File: config.mk
export PLATFORM = sky130hd
export DESIGN_NAME = block_min_max_normalize
export DESIGN_NICKNAME = d
export VERILOG_FILES = /design/src/rtl/bmmn_pkg.sv /design/src/rtl/bmmn_div.sv /design/src/rtl/bmmn_ctrl.sv /design/src/rtl/bmmn_datapath.sv /design/src/rtl/block_min_max_normalize.sv
export SDC_FILE = /design/constraint.sdc
export NUM_CORES = 1
export LEC_CHECK = 0
export BUFFER_PORTS_ARGS = -buffer_cell sky130_fd_sc_hd__buf_2
export CAP_MARGIN = 20
export CORE_MARGIN = 2
export CORE_UTILIZATION = 41
export CTS_BUF_LIST = sky130_fd_sc_hd__clkbuf_8
export DETAILED_ROUTE_END_ITERATION = 8
export PLACE_DENSITY = 0.64
export SLEW_MARGIN = 10
export SYNTH_ARGS = -nofsm -noshare
export SYNTH_HDL_FRONTEND = slang
export SYNTH_SLANG_ARGS = --single-unit
File: constraint.sdc
create_clock -name clk -period 5.4 [get_ports clk]
set_input_delay 0.81 -clock clk [delete_from_list [all_inputs] [get_ports clk]]
set_output_delay 0.81 -clock clk [all_outputs]
set_load 0.01 [all_outputs]
File: src/rtl/bmmn_pkg.sv
package bmmn_pkg;

  localparam int DATA_W        = 8;
  localparam int MAX_BLOCK_DEF = 64;
  // quotient bits resolved per divider cycle
  localparam int DIV_BITS_CYC  = 2;
  localparam int DIV_CYC       = DATA_W / DIV_BITS_CYC;

  typedef struct packed {
    logic load;   // item accepted
    logic rd;     // read stored byte at emit index
    logic start;  // launch division for the byte just read
    logic emit;   // register result, advance emit index
  } bmmn_cmd_t;

  typedef struct packed {
    logic div_done;
    logic is_last;
  } bmmn_sts_t;

endpackage

File: src/rtl/bmmn_div.sv
module bmmn_div (
  input  logic                         clk,
  input  logic                         rst_n,
  input  logic                         start,
  input  logic [2*bmmn_pkg::DATA_W-1:0] dividend,
  input  logic [bmmn_pkg::DATA_W-1:0]   divisor,
  output logic                         done,
  output logic [bmmn_pkg::DATA_W-1:0]   quotient
);
  import bmmn_pkg::*;

  localparam int CNT_W = (DIV_CYC > 1) ? $clog2(DIV_CYC) : 1;

  logic [DATA_W-1:0] rem_r, rem_nxt;
  logic [DATA_W-1:0] low_r, low_nxt;
  logic [DATA_W-1:0] q_r, q_nxt;
  logic [DATA_W-1:0] dvs_r;
  logic [CNT_W-1:0]  cnt_r;
  logic              run_r;
  logic              done_r;

  // restoring division, DIV_BITS_CYC bits per cycle; dividend high half < divisor
  always_comb begin
    logic [DATA_W:0]   t;
    logic [DATA_W-1:0] r;
    logic [DATA_W-1:0] l;
    logic [DATA_W-1:0] q;
    r = rem_r;
    l = low_r;
    q = q_r;
    for (int i = 0; i < DIV_BITS_CYC; i++) begin
      t = {r, l[DATA_W-1]};
      l = {l[DATA_W-2:0], 1'b0};
      if (t >= {1'b0, dvs_r}) begin
        t = t - {1'b0, dvs_r};
        q = {q[DATA_W-2:0], 1'b1};
      end else begin
        q = {q[DATA_W-2:0], 1'b0};
      end
      r = t[DATA_W-1:0];
    end
    rem_nxt = r;
    low_nxt = l;
    q_nxt   = q;
  end

  always_ff @(posedge clk) begin
    if (!rst_n) begin
      run_r  <= 1'b0;
      done_r <= 1'b0;
      cnt_r  <= '0;
    end else begin
      done_r <= 1'b0;
      if (start) begin
        run_r <= 1'b1;
        cnt_r <= '0;
      end else if (run_r) begin
        cnt_r <= cnt_r + CNT_W'(1);
        if (cnt_r == CNT_W'(DIV_CYC - 1)) begin
          run_r  <= 1'b0;
          done_r <= 1'b1;
        end
      end
    end
  end

  always_ff @(posedge clk) begin
    if (start) begin
      rem_r <= dividend[2*DATA_W-1:DATA_W];
      low_r <= dividend[DATA_W-1:0];
      dvs_r <= divisor;
      q_r   <= '0;
    end else if (run_r) begin
      rem_r <= rem_nxt;
      low_r <= low_nxt;
      q_r   <= q_nxt;
    end
  end

  assign done     = done_r;
  assign quotient = q_r;

endmodule

File: src/rtl/bmmn_ctrl.sv
module bmmn_ctrl (
  input  logic                  clk,
  input  logic                  rst_n,
  input  logic                  start,
  input  logic                  block_end,
  input  bmmn_pkg::bmmn_sts_t   sts,
  output bmmn_pkg::bmmn_cmd_t   cmd,
  output logic                  busy
);
  import bmmn_pkg::*;

  typedef enum logic [3:0] {
    S_LOAD  = 4'b0001,
    S_READ  = 4'b0010,
    S_START = 4'b0100,
    S_DIV   = 4'b1000
  } state_t;

  state_t state_r, state_nxt;

  always_comb begin
    state_nxt = state_r;
    cmd       = '0;
    busy      = 1'b1;
    unique case (state_r)
      S_LOAD: begin
        busy = 1'b0;
        if (start) begin
          cmd.load = 1'b1;
          if (block_end) state_nxt = S_READ;
        end
      end
      S_READ: begin
        cmd.rd    = 1'b1;
        state_nxt = S_START;
      end
      S_START: begin
        cmd.start = 1'b1;
        state_nxt = S_DIV;
      end
      S_DIV: begin
        if (sts.div_done) begin
          cmd.emit  = 1'b1;
          state_nxt = sts.is_last ? S_LOAD : S_READ;
        end
      end
      default: state_nxt = S_LOAD;
    endcase
  end

  always_ff @(posedge clk) begin
    if (!rst_n) begin
      state_r <= S_LOAD;
    end else begin
      state_r <= state_nxt;
    end
  end

endmodule

File: src/rtl/bmmn_datapath.sv
module bmmn_datapath #(
  parameter int MAX_BLOCK = bmmn_pkg::MAX_BLOCK_DEF
) (
  input  logic                        clk,
  input  logic                        rst_n,
  input  bmmn_pkg::bmmn_cmd_t         cmd,
  input  logic [bmmn_pkg::DATA_W-1:0] data_byte,
  output bmmn_pkg::bmmn_sts_t         sts,
  output logic                        out_valid,
  output logic [bmmn_pkg::DATA_W-1:0] out_scaled_byte,
  output logic                        out_final_out
);
  import bmmn_pkg::*;

  localparam int AW = (MAX_BLOCK > 1) ? $clog2(MAX_BLOCK) : 1;
  localparam int CW = $clog2(MAX_BLOCK + 1);

  logic [DATA_W-1:0]   mem [MAX_BLOCK];
  logic [DATA_W-1:0]   rdata_r;
  logic [CW-1:0]       fill_r;
  logic [AW-1:0]       rd_idx_r;
  logic [DATA_W-1:0]   min_r, max_r;
  logic                valid_r;
  logic [DATA_W-1:0]   scaled_r;
  logic                final_r;

  logic                store_ok;
  logic                is_last;
  logic [DATA_W-1:0]   diff;
  logic [DATA_W-1:0]   span;
  logic [2*DATA_W-1:0] dividend;
  logic                div_done;
  logic [DATA_W-1:0]   quot;

  assign store_ok = fill_r < CW'(MAX_BLOCK);
  assign is_last  = (CW'(rd_idx_r) + CW'(1)) == fill_r;
  assign diff     = rdata_r - min_r;
  assign span     = max_r - min_r;
  // diff * 255
  assign dividend = {diff, {DATA_W{1'b0}}} - {{DATA_W{1'b0}}, diff};

  always_ff @(posedge clk) begin
    if (cmd.load && store_ok) mem[fill_r[AW-1:0]] <= data_byte;
    if (cmd.rd) rdata_r <= mem[rd_idx_r];
  end

  always_ff @(posedge clk) begin
    if (!rst_n) begin
      fill_r   <= '0;
      rd_idx_r <= '0;
      min_r    <= '0;
      max_r    <= '0;
      valid_r  <= 1'b0;
    end else begin
      valid_r <= cmd.emit;
      if (cmd.load && store_ok) begin
        fill_r <= fill_r + CW'(1);
        if (fill_r == '0) begin
          min_r <= data_byte;
          max_r <= data_byte;
        end else begin
          if (data_byte < min_r) min_r <= data_byte;
          if (data_byte > max_r) max_r <= data_byte;
        end
      end
      if (cmd.emit) begin
        if (is_last) begin
          rd_idx_r <= '0;
          fill_r   <= '0;
        end else begin
          rd_idx_r <= rd_idx_r + AW'(1);
        end
      end
    end
  end

  always_ff @(posedge clk) begin
    if (cmd.emit) begin
      scaled_r <= (span == '0) ? '0 : quot;
      final_r  <= is_last;
    end
  end

  bmmn_div u_div (
    .clk      (clk),
    .rst_n    (rst_n),
    .start    (cmd.start),
    .dividend (dividend),
    .divisor  (span),
    .done     (div_done),
    .quotient (quot)
  );

  assign sts.div_done   = div_done;
  assign sts.is_last    = is_last;
  assign out_valid       = valid_r;
  assign out_scaled_byte = scaled_r;
  assign out_final_out   = final_r;

endmodule

File: src/rtl/block_min_max_normalize.sv
// Min-max normalizer. Bytes are taken one per cycle (start high while busy is
// low) and stored, MAX_BLOCK at most; further bytes of a block are dropped.
// The byte with in_block_end set raises busy from the next cycle, and every
// stored byte is then sent out in order as floor((v-min)*255/(max-min)), or 0
// for a flat block. Each result passes through a registered store read, the
// divider launch, a two-bit-per-cycle divider and a register for the result.
// out_valid is high for one cycle per result and the receiver cannot stall
// it; out_final_out marks the last one, and busy drops in that same cycle,
// so the next block may start while it is shown.
module block_min_max_normalize #(
  parameter int MAX_BLOCK = bmmn_pkg::MAX_BLOCK_DEF
) (
  input  logic                        clk,
  input  logic                        rst_n,
  input  logic                        start,
  output logic                        busy,
  input  logic [bmmn_pkg::DATA_W-1:0] in_data_byte,
  input  logic                        in_block_end,
  output logic                        out_valid,
  output logic [bmmn_pkg::DATA_W-1:0] out_scaled_byte,
  output logic                        out_final_out
);
  import bmmn_pkg::*;

  bmmn_cmd_t cmd;
  bmmn_sts_t sts;

  bmmn_ctrl u_ctrl (
    .clk       (clk),
    .rst_n     (rst_n),
    .start     (start),
    .block_end (in_block_end),
    .sts       (sts),
    .cmd       (cmd),
    .busy      (busy)
  );

  bmmn_datapath #(
    .MAX_BLOCK (MAX_BLOCK)
  ) u_dp (
    .clk             (clk),
    .rst_n           (rst_n),
    .cmd             (cmd),
    .data_byte       (in_data_byte),
    .sts             (sts),
    .out_valid       (out_valid),
    .out_scaled_byte (out_scaled_byte),
    .out_final_out   (out_final_out)
  );

  a_load_stays_open: assert property (@(posedge clk) disable iff (!rst_n)
    (start && !busy && !in_block_end) |=> !busy)
    else $error("busy after item without block end");

  a_end_closes: assert property (@(posedge clk) disable iff (!rst_n)
    (start && !busy && in_block_end) |=> busy)
    else $error("no emission after block end");

  a_mid_result_busy: assert property (@(posedge clk) disable iff (!rst_n)
    (out_valid && !out_final_out) |-> busy)
    else $error("input open before last result");

  a_last_result_free: assert property (@(posedge clk) disable iff (!rst_n)
    (out_valid && out_final_out) |-> !busy)
    else $error("busy still high with last result");

endmodule

Yosys cells after proc, flatten, opt, wreduce, memory -nomap -nowiden --
Memories as Yosys holds them, arrays and structs flattened. A register that Yosys moved wholly into a read port is not among the register bits. Index checks and enable logic that the tools add are counted.
Storage, ports and cells: bits in read-only memories 0, word-level logic and storage cells 86, latch bits 0, output and inout port bits 11, register bits after elaboration 79, bits of input ports 12, bits in writable memories 512, memories 1
Memory list:
- u_dp.mem | depth 64, width 8, rd ports 1, clocked after Yosys merged registers in 1, wr ports 1, RTL line bmmn_datapath.sv:18 | logic [DATA_W-1:0] mem [MAX_BLOCK];
Cells by class: multiply operators 0, reduce and logical (&&, ||, !) cells 11, $lt $le $gt $ge 5, add/subtract/negate cells 9, bitwise gates (word level) 2, equality and inequality tests 9, shifts and indexed selects 0, divide/modulo/power cells 0, mux-type cells 34
Operators with widths (number):
- $mux 8 | 10
- $sub 8x8->8 | 4
- $mux 7 | 3
- $ge 9x8->1 | 2
- $pmux 4 s4 | 1
- $sub 16x8->16 | 1
- $mux 1 | 15
- $mux 4 | 3
- $gt 8x8->1 | 1
- $logic_not 8->1 | 1
- $lt 8x8->1 | 1
- $add 6x1->7 const B | 1
- $add 7x1->7 const B | 1
- $eq 7x7->1 | 1
- $logic_not 7->1 | 1
- $lt 7x7->1 const B | 1
- $add 6x1->6 const B | 1
- $mux 6 | 1
- $reduce_bool 2->1 | 3
- $eq 4x1->1 const B | 1
- $eq 4x2->1 const B | 1
- $eq 4x3->1 const B | 1
- $eq 4x4->1 const B | 1
- $ne 2x2->1 const B | 2
- 10 further kinds | 12

Longest topological paths before layout --
Gate-level depths: netlist of the first run.
depth in word-level cells 6, gate-level depth with buffers 17, mapped depth without buffers 16

Hierarchy --
Synthesis of the first run repeated with hierarchy kept, for this count alone.
Unflattened totals: cell total of the unflattened synthesis 1455, area, all modules 25620.8 um2
By module, submodules not included:
- bmmn_datapath | seq. area each 16485.8 um2, area each 23085.9 um2, instances 1, cells an instance 1216
- bmmn_div | seq. area each 960.9 um2, area each 2272.2 um2, instances 1, cells an instance 213
- bmmn_ctrl | seq. area each 80.1 um2, area each 262.8 um2, instances 1, cells an instance 26

Least setup slack after synthesis of the first run --
Ideal clock, no wire load.
path type flip-flop to flip-flop, start point reg u_dp.u_div.rem_r[0], end point reg u_dp.u_div.rem_r[3] (data pin), data arrival time 3.871 ns, required time 5.242 ns, library setup time 0.158 ns, stages on the path, launching flop included 16, path slack 1.371 ns, path buffers 1, period minus slack after synthesis 4.029 ns, cells stage by stage edfxtp_1 ha_1 nor2b_1 o31a_1 o311ai_4 and2_1 mux2_2 ha_1 and3_1 o21ai_1 nand2_1 a221o_1 and2_1 clkbuf_1 or4_1 o211ai_1
Between the ends: longest elaborated chain between the ends 6, elaborated cells between the ends (all ways) 8, those cells by class 2 x add/sub; 2 x order compare; 4 x mux
Ends and longest elaborated chain:
- start: declaration | RTL line bmmn_div.sv:14 | logic [DATA_W-1:0] rem_r, rem_nxt;
- start signal: assignment | RTL line bmmn_div.sv:69 | rem_r <= dividend[2*DATA_W-1:DATA_W];
- start signal: assignment | RTL line bmmn_div.sv:74 | rem_r <= rem_nxt;
- $sub 8x8->8 / $ge 9x8->1 (equally long branches) | RTL line bmmn_div.sv:35, bmmn_div.sv:34
- $mux 8 * | RTL line bmmn_div.sv:34 | if (t >= {1'b0, dvs_r}) begin
- $sub 8x8->8 / $ge 9x8->1 (equally long branches) | RTL line bmmn_div.sv:35, bmmn_div.sv:34
- $mux 8 * | RTL line bmmn_div.sv:34
- $mux 8 * | RTL line bmmn_div.sv:73 | end else if (run_r) begin
- $mux 8 * | RTL line bmmn_div.sv:68 | if (start) begin
Mark *: on every way between the ends. The rest lies on a longest branch, timed or not. The select of a mux whose other input is x is not followed. A chain may end at the register's enable or synchronous reset.

Worst setup path after layout of the first run --
start point reg u_dp.u_div.dvs_r[1], end point reg u_dp.u_div.rem_r[3] (data pin)
Between the ends: longest elaborated chain between the ends 6, elaborated cells between the ends (all ways) 8, those cells by class 2 x add/sub; 2 x order compare; 4 x mux
Ends and longest elaborated chain:
- start: declaration | RTL line bmmn_div.sv:17 | logic [DATA_W-1:0] dvs_r;
- start signal: assignment | RTL line bmmn_div.sv:71 | dvs_r <= divisor;
- $sub 8x8->8 / $ge 9x8->1 (equally long branches) | RTL line bmmn_div.sv:35, bmmn_div.sv:34
- $mux 8 | RTL line bmmn_div.sv:34
- $sub 8x8->8 / $ge 9x8->1 (equally long branches) | RTL line bmmn_div.sv:35, bmmn_div.sv:34
- $mux 8 * | RTL line bmmn_div.sv:34
- $mux 8 * | RTL line bmmn_div.sv:73
- $mux 8 * | RTL line bmmn_div.sv:68
Marks and branches as above.

==> flow_summary.json, run 1 <==
{
  "firstDrtPassIters": 5,
  "grt_overflow_total": 0,
  "synthCells": 1455,
  "finalNonFillerCells": 2443,
  "final_cell_mix": "edfxtp_1, mux4_2, nor2_1",
  "synthArstFlopShare": 0,
  "clock_sinks": 599,
  "yosysSeqAreaShare": 0.684,
  "first_iter_violations": 1169,
  "layout_commonest_cell": "edfxtp_1",
  "start_util": 0.415,
  "drt_wl_total_um": 56100,
  "synth_ff_type": "edfxtp_1",
  "period_minus_slack_ps": 4330,
  "p_per_area_nw_per_um2": 352,
  "cts_resized": 0,
  "cap_violations": 0,
  "ios": 23,
  "dr_total_vias": 13400,
  "syn_nets": 1522,
  "crit_buf_inv": 1,
  "fin_skew_ps": 52.6,
  "detail_route.vias_per_cell": 5.51,
  "cts_tree": "done",
  "cp_max_fo": 8,
  "ir_worst_vdd_v": 0.000266,
  "crit_slowest_cell": "or4_1",
  "crit_chain": "inv_1 -> ha_1 -> nor2b_1 -> o31a_1 -> o311ai_4 -> and2_1 -> mux2_2 -> ha_1 -> and3_1 -> o21ai_1 -> nand2_1 -> a221o_1 -> and2_1 -> or4_1 -> o211ai_1",
  "dp_hpwl_um": 35000,
  "slew_headroom": 0.274,
  "grt_usage": 0.178,
  "drc": 0,
  "rsz0062_at_grt": "no",
  "cts_buffer_depth": 3,
  "die_h_um": 254,
  "hold_viol_final": 0,
  "status": "completed",
  "hold_path_class": "register to register",
  "insertedDiodeCount": 0,
  "setup_total_negative_slack_ps": 0,
  "port_buffers": 22,
  "die_area_sq_um": 64500,
  "clkLatencyLatePin_ps": 710,
  "postCtsSetupBuffers": 0,
  "dp_cells": 2264,
  "gp_congestion": 0.831,
  "row_count": 91,
  "area_growth_pct": 11.2,
  "leakage_uw": 0.00905,
  "grtUsageMet3": 0.0388,
  "clock.fmax_mhz": 231,
  "cts-root-buf": "clkbuf_8",
  "mappedNetlistArea_sq_um": 25600,
  "synth_cell_types": 70,
  "cp.required_ps": 5940,
  "synth_top_area_share": 0.648,
  "fillers": 5279,
  "yosysTopAreaCell": "edfxtp_1",
  "synth_area_leaders": "edfxtp_1, mux4_2, dfxtp_1, ha_1, nor2_1",
  "grt_pass1_wl_um": 84800,
  "max_stage_delay_ps": 490,
  "nNetsFinal": 1595,
  "synth_edf_count": 553,
  "design.core.area_sq_um": 61700,
  "wl_per_cell_um": 23.0,
  "synth_area_per_cell_sq_um": 17.6,
  "ys.warnings.count": 0,
  "clkTransAtPathRegs_ps": 60,
  "final-setup-viol-count": 0,
  "worst_slew_pin_slew_ps": 1090,
  "h-tree-depth": 3,
  "holdBufCountCts": 0,
  "top_usage_layer": "met2",
  "critical-path-top-delay-family": "simple AND/OR/NAND/NOR gates",
  "arrival_ps": 4870,
  "met2_usage": 0.279,
  "ys_ff_latch": 599,
  "drive_above_1_share": 0.220,
  "fp.dieW_um": 254,
  "end_kind": "register",
  "cts_buffers": 98,
  "slew_viol_final": 0,
  "crit_type": "register to register",
  "grt_max_degree": 82,
  "ant_nets": 0,
  "use_met1": 0.245,
  "startpoint_type": "register",
  "fin_crit_sh": 0.802,
  "grt_pass1_vias": 13700,
  "antenna_found_initial": 0
}
==> area by class of cell <==
class	count	area (sq um)	area share
flip-flops and latches	599	17500	0.616
multi-input cells	737	7590	0.267
clock buffers	104	1430	0.0502
well taps	837	1050	0.0368
clock inverters	74	429	0.0151
repair buffers	39	250	0.00878
inverters	53	199	0.00698
==> state kept, by name, indices dropped and copies added (netlist names), 7 cells and up <==
register,cells
u_dp.min_r,8
u_dp.mem,512
u_dp.out_scaled_byte,8
u_dp.max_r,8
u_dp.u_div.dvs_r,8
u_dp.u_div.rem_r,8
u_dp.fill_r,7
u_dp.u_div.quotient,8
u_dp.u_div.low_r,8
u_dp.rdata_r,8
==> where the power goes <==
part | leakage, uW | internal [uW] | switching, uW
registers | 0.00535 | 5170 | 81.6
clock network | 0.00108 | 1940 | 1810
logic | 0.00262 | 375 | 643
total | 0.00905 | 7480 | 2530
==> cell families after synthesis <==
| kind of cell | count (synthesis) | synth area share |
|---|---|---|
| AOI/OAI and AO/OA | 170 | 0.0457 |
| xor gates and xnor gates | 38 | 0.0135 |
| adders and majority gates | 55 | 0.0280 |
| buffers and inverters | 119 | 0.0203 |
| DFF | 599 | 0.684 |
| muxes | 190 | 0.156 |
| and+or+nand+nor | 284 | 0.0521 |
==> through the flow <==
| stage | worst slack, ps | utilization | instance area, sq um | total power (uW) | hold WS (ps) |
|---|---|---|---|---|---|
| after floorplan | 1370 | - | 25600 | 6000 | 444 |
| after global placement | 1120 | 0.431 | 26600 | 6320 | 454 |
| after detailed placement | 1090 | 0.431 | 26600 | 6350 | 462 |
| after CTS | 1100 | 0.461 | 28500 | 10100 | 463 |
| after global routing | 839 | 0.462 | 28500 | 10400 | 484 |
| final | 1070 | 0.462 | 28500 | 10000 | 469 |
==> per-layer routing <==
metal  part of all wire  up-vias
met5                  0        -
met4              0.026        0
met3              0.058      105
met2               0.48      429
met1               0.44     6911
li1                   -     6004
==> final timing paths <==
| check | to | slack [ps] | startpoint | cells past startpoint |
|---|---|---|---|---|
| worst max-delay path | u_dp.u_div.rem_r[3] | 1070 | u_dp.u_div.dvs_r[1] | 15 |
| worst max register to register | u_dp.u_div.rem_r[3] | 1070 | u_dp.u_div.dvs_r[1] | 15 |
| worst min-delay path | u_dp.min_r[3] | 470 | u_dp.min_r[3] | 2 |
| worst min register to register | u_dp.min_r[3] | 470 | u_dp.min_r[3] | 2 |
==> synthesized netlist by cell type, drive strengths merged, types with 4 or more instances <==
cell,instances
o211ai,6
mux4,168
nor2b,10
inv,53
nand3,23
or4,4
o31ai,6
xor2,10
o221ai,7
fa,4
nor3,10
a211oi,6
edfxtp,553
o21ai,40
nand2b,4
buf,32
a21boi,13
dfxtp,46
mux2,5
and2,10
nand4,7
or3,7
and3,6
nand2,54
a21o,9
a31oi,8
ha,51
nor4,4
clkbuf,34
xnor2,27
mux2i,17
a21oi,38
nor2,126
o21a,10
==> worst register-to-register path: cells and delay by family (launching register included) <==
family,cells,cell delay (ps)
adder cells (fa/ha/maj),2,630
AO/OA/AOI/OAI,5,1150
AND/OR/NAND/NOR,6,1480
multiplexers,1,390
flip-flops,1,360
buffers and inverters,1,170
Note: power is estimated with default switching activity, not from simulation.
==> inputs of run 2 (changes only) <==
==> constraint.sdc (replaced) <==
create_clock -name clk -period 4.41 [get_ports clk]
set_input_delay 0.6615 -clock clk [delete_from_list [all_inputs] [get_ports clk]]
set_output_delay 0.6615 -clock clk [all_outputs]
set_load 0.01 [all_outputs]
==> flow_summary.json, run 2 (synthesis gave the netlist of run 1 again) <==
{
  "status": "completed",
  "crit_type": "register to register",
  "h-tree-depth": 3,
  "rsz0062_at_grt": "no",
  "largest_reg_flops": 512,
  "slew_viol_final": 0,
  "cts_buffers": 96,
  "r2r_start": "u_dp.u_div.rem_r[0]",
  "fin_crit_sh": 0.940,
  "cap_violations": 0,
  "antenna_found_initial": 0,
  "setup_total_negative_slack_ps": 0,
  "grt_usage": 0.178,
  "firstDrtPassIters": 5,
  "first_iter_violations": 1059,
  "ir_worst_vdd_v": 0.000305,
  "fin_ws_ps": 263,
  "drt_wl_total_um": 56300,
  "area_growth_pct": 11.4,
  "final-setup-viol-count": 0,
  "ff2ff_path_depth": 14,
  "design.core.area_sq_um": 61700,
  "row_count": 91,
  "holdBufCountCts": 0,
  "die_area_sq_um": 64500,
  "ios": 23,
  "gp_congestion": 0.831,
  "startpoint": "u_dp.u_div.rem_r[0]",
  "cts-root-buf": "clkbuf_8",
  "end_kind": "register",
  "detail_route.vias_per_cell": 5.48,
  "fin_skew_ps": 51.1,
  "endpoint": "u_dp.u_div.rem_r[3]",
  "r2r-end": "u_dp.u_div.rem_r[3]",
  "drc": 0,
  "p_per_area_nw_per_um2": 420,
  "dr_total_vias": 13500,
  "layout_commonest_cell": "edfxtp_1",
  "start_util": 0.415,
  "detailedPlace.worstSlack_ps": 202,
  "port_buffers": 22,
  "wl_per_cell_um": 22.8,
  "cts_tree": "done",
  "clock.fmax_mhz": 241,
  "clkTransAtPathRegs_ps": 60,
  "leakage_uw": 0.00912,
  "grt_pass1_vias": 13700,
  "r2r_slack_ps": 260,
  "final_cell_mix": "edfxtp_1, mux4_2, nor2_1",
  "fp.dieW_um": 254,
  "hold_viol_final": 0,
  "cts_buffer_depth": 3,
  "grt_max_degree": 69,
  "clkLatencyLatePin_ps": 710,
  "insertedDiodeCount": 0,
  "dp_hpwl_um": 35300,
  "die_h_um": 254,
  "period_minus_slack_ps": 4150,
  "ant_nets": 0,
  "grt_pass1_wl_um": 85200,
  "startpoint_type": "register",
  "clock_sinks": 599,
  "slew_headroom": 0.334,
  "drive_above_1_share": 0.234,
  "nNetsFinal": 1623,
  "worst_slew_pin_slew_ps": 997,
  "hold_path_class": "input pin to register",
  "cp_max_fo": 8,
  "grt_overflow_total": 0,
  "arrival_ps": 4660,
  "cp.required_ps": 4930
}
-- run 2: cell types whose count changed in the layout (fill, tap and decap cells not counted), moves of 2 or more --
cell | previous run | this run
buf_4 | 16 | 45
clkbuf_8 | 104 | 97
bufinv_16 | 3 | 0
and2_1 | 10 | 8
and2_4 | 0 | 2
clkinv_1 | 21 | 23
clkinv_2 | 11 | 13
ha_1 | 51 | 49
inv_1 | 86 | 84
-- run 2: area by class of cell --
| type | instances | area, sq um |
|---|---|---|
| fill | 5340 | 33200 |
| timing repair buffer | 69 | 473 |
| multi-input combinational | 737 | 7610 |
| tap | 837 | 1050 |
| sequential | 599 | 17500 |
| clock buffer | 97 | 1340 |
| inverter | 53 | 199 |
| clock inverter | 74 | 357 |
-- run 2: worst min path at each step --
stage / start / endpoint / cells past startpoint
2_1_floorplan: u_dp.min_r[2] / u_dp.min_r[2] / 2
3_3_place_gp: u_dp.min_r[6] / u_dp.min_r[6] / 2
3_5_place_dp: u_dp.min_r[5] / u_dp.min_r[5] / 2
4_1_cts: in_block_end / u_ctrl.state_r[2] / 3
5_1_grt: in_block_end / u_ctrl.state_r[2] / 3
6_report: in_block_end / u_ctrl.state_r[2] / 3
-- run 2: layer usage --
layer | track usage | wire [um]
met5 | 0 | 0
met2 | 0.286 | 27200
met3 | 0.0398 | 3390
met4 | 0.0504 | 1240
met1 | 0.246 | 24500
-- run 2: worst max-delay path, cell delays in order, from the launching register on --
cell      delay [ps]
edfxtp_1         430
ha_1             330
nor2b_1          160
o31a_1           290
o311ai_4         360
nand2_2          160
mux2_2           330
ha_1             360
and3_1           220
o21ai_1           80
nand2_1          110
a221o_1          370
and2_4           200
or4_1            470
o211ai_1         100
-- run 2: stage by stage --
| stage | total power (uW) | hold WS, ps | instance area, sq um | util | std cells |
|---|---|---|---|---|---|
| floorplan | 7350 | 444 | 25600 | - | 1455 |
| global placement | 7810 | 449 | 26800 | 0.434 | 2289 |
| detailed placement | 7840 | 464 | 26800 | 0.434 | 2289 |
| CTS | 12100 | 376 | 28500 | 0.462 | 2460 |
| global route | 12500 | 410 | 28600 | 0.463 | 2466 |
| finish | 12000 | 420 | 28600 | 0.463 | 2466 |
-- run 2: what timing repair did --
item,CTS,global route
resized for setup,0,8
buffers inserted,0,5
setup endpoints to repair,0,1
-- run 2: power breakdown --
| part | internal (uW) | switching (uW) | total [uW] | leakage (uW) |
|---|---|---|---|---|
| Sequential | 6330 | 86.4 | 6420 | 0.00535 |
| Combinational | 484 | 830 | 1310 | 0.00277 |
| Clock | 2070 | 2190 | 4270 | 0.000997 |
| Total | 8890 | 3110 | 12000 | 0.00912 |
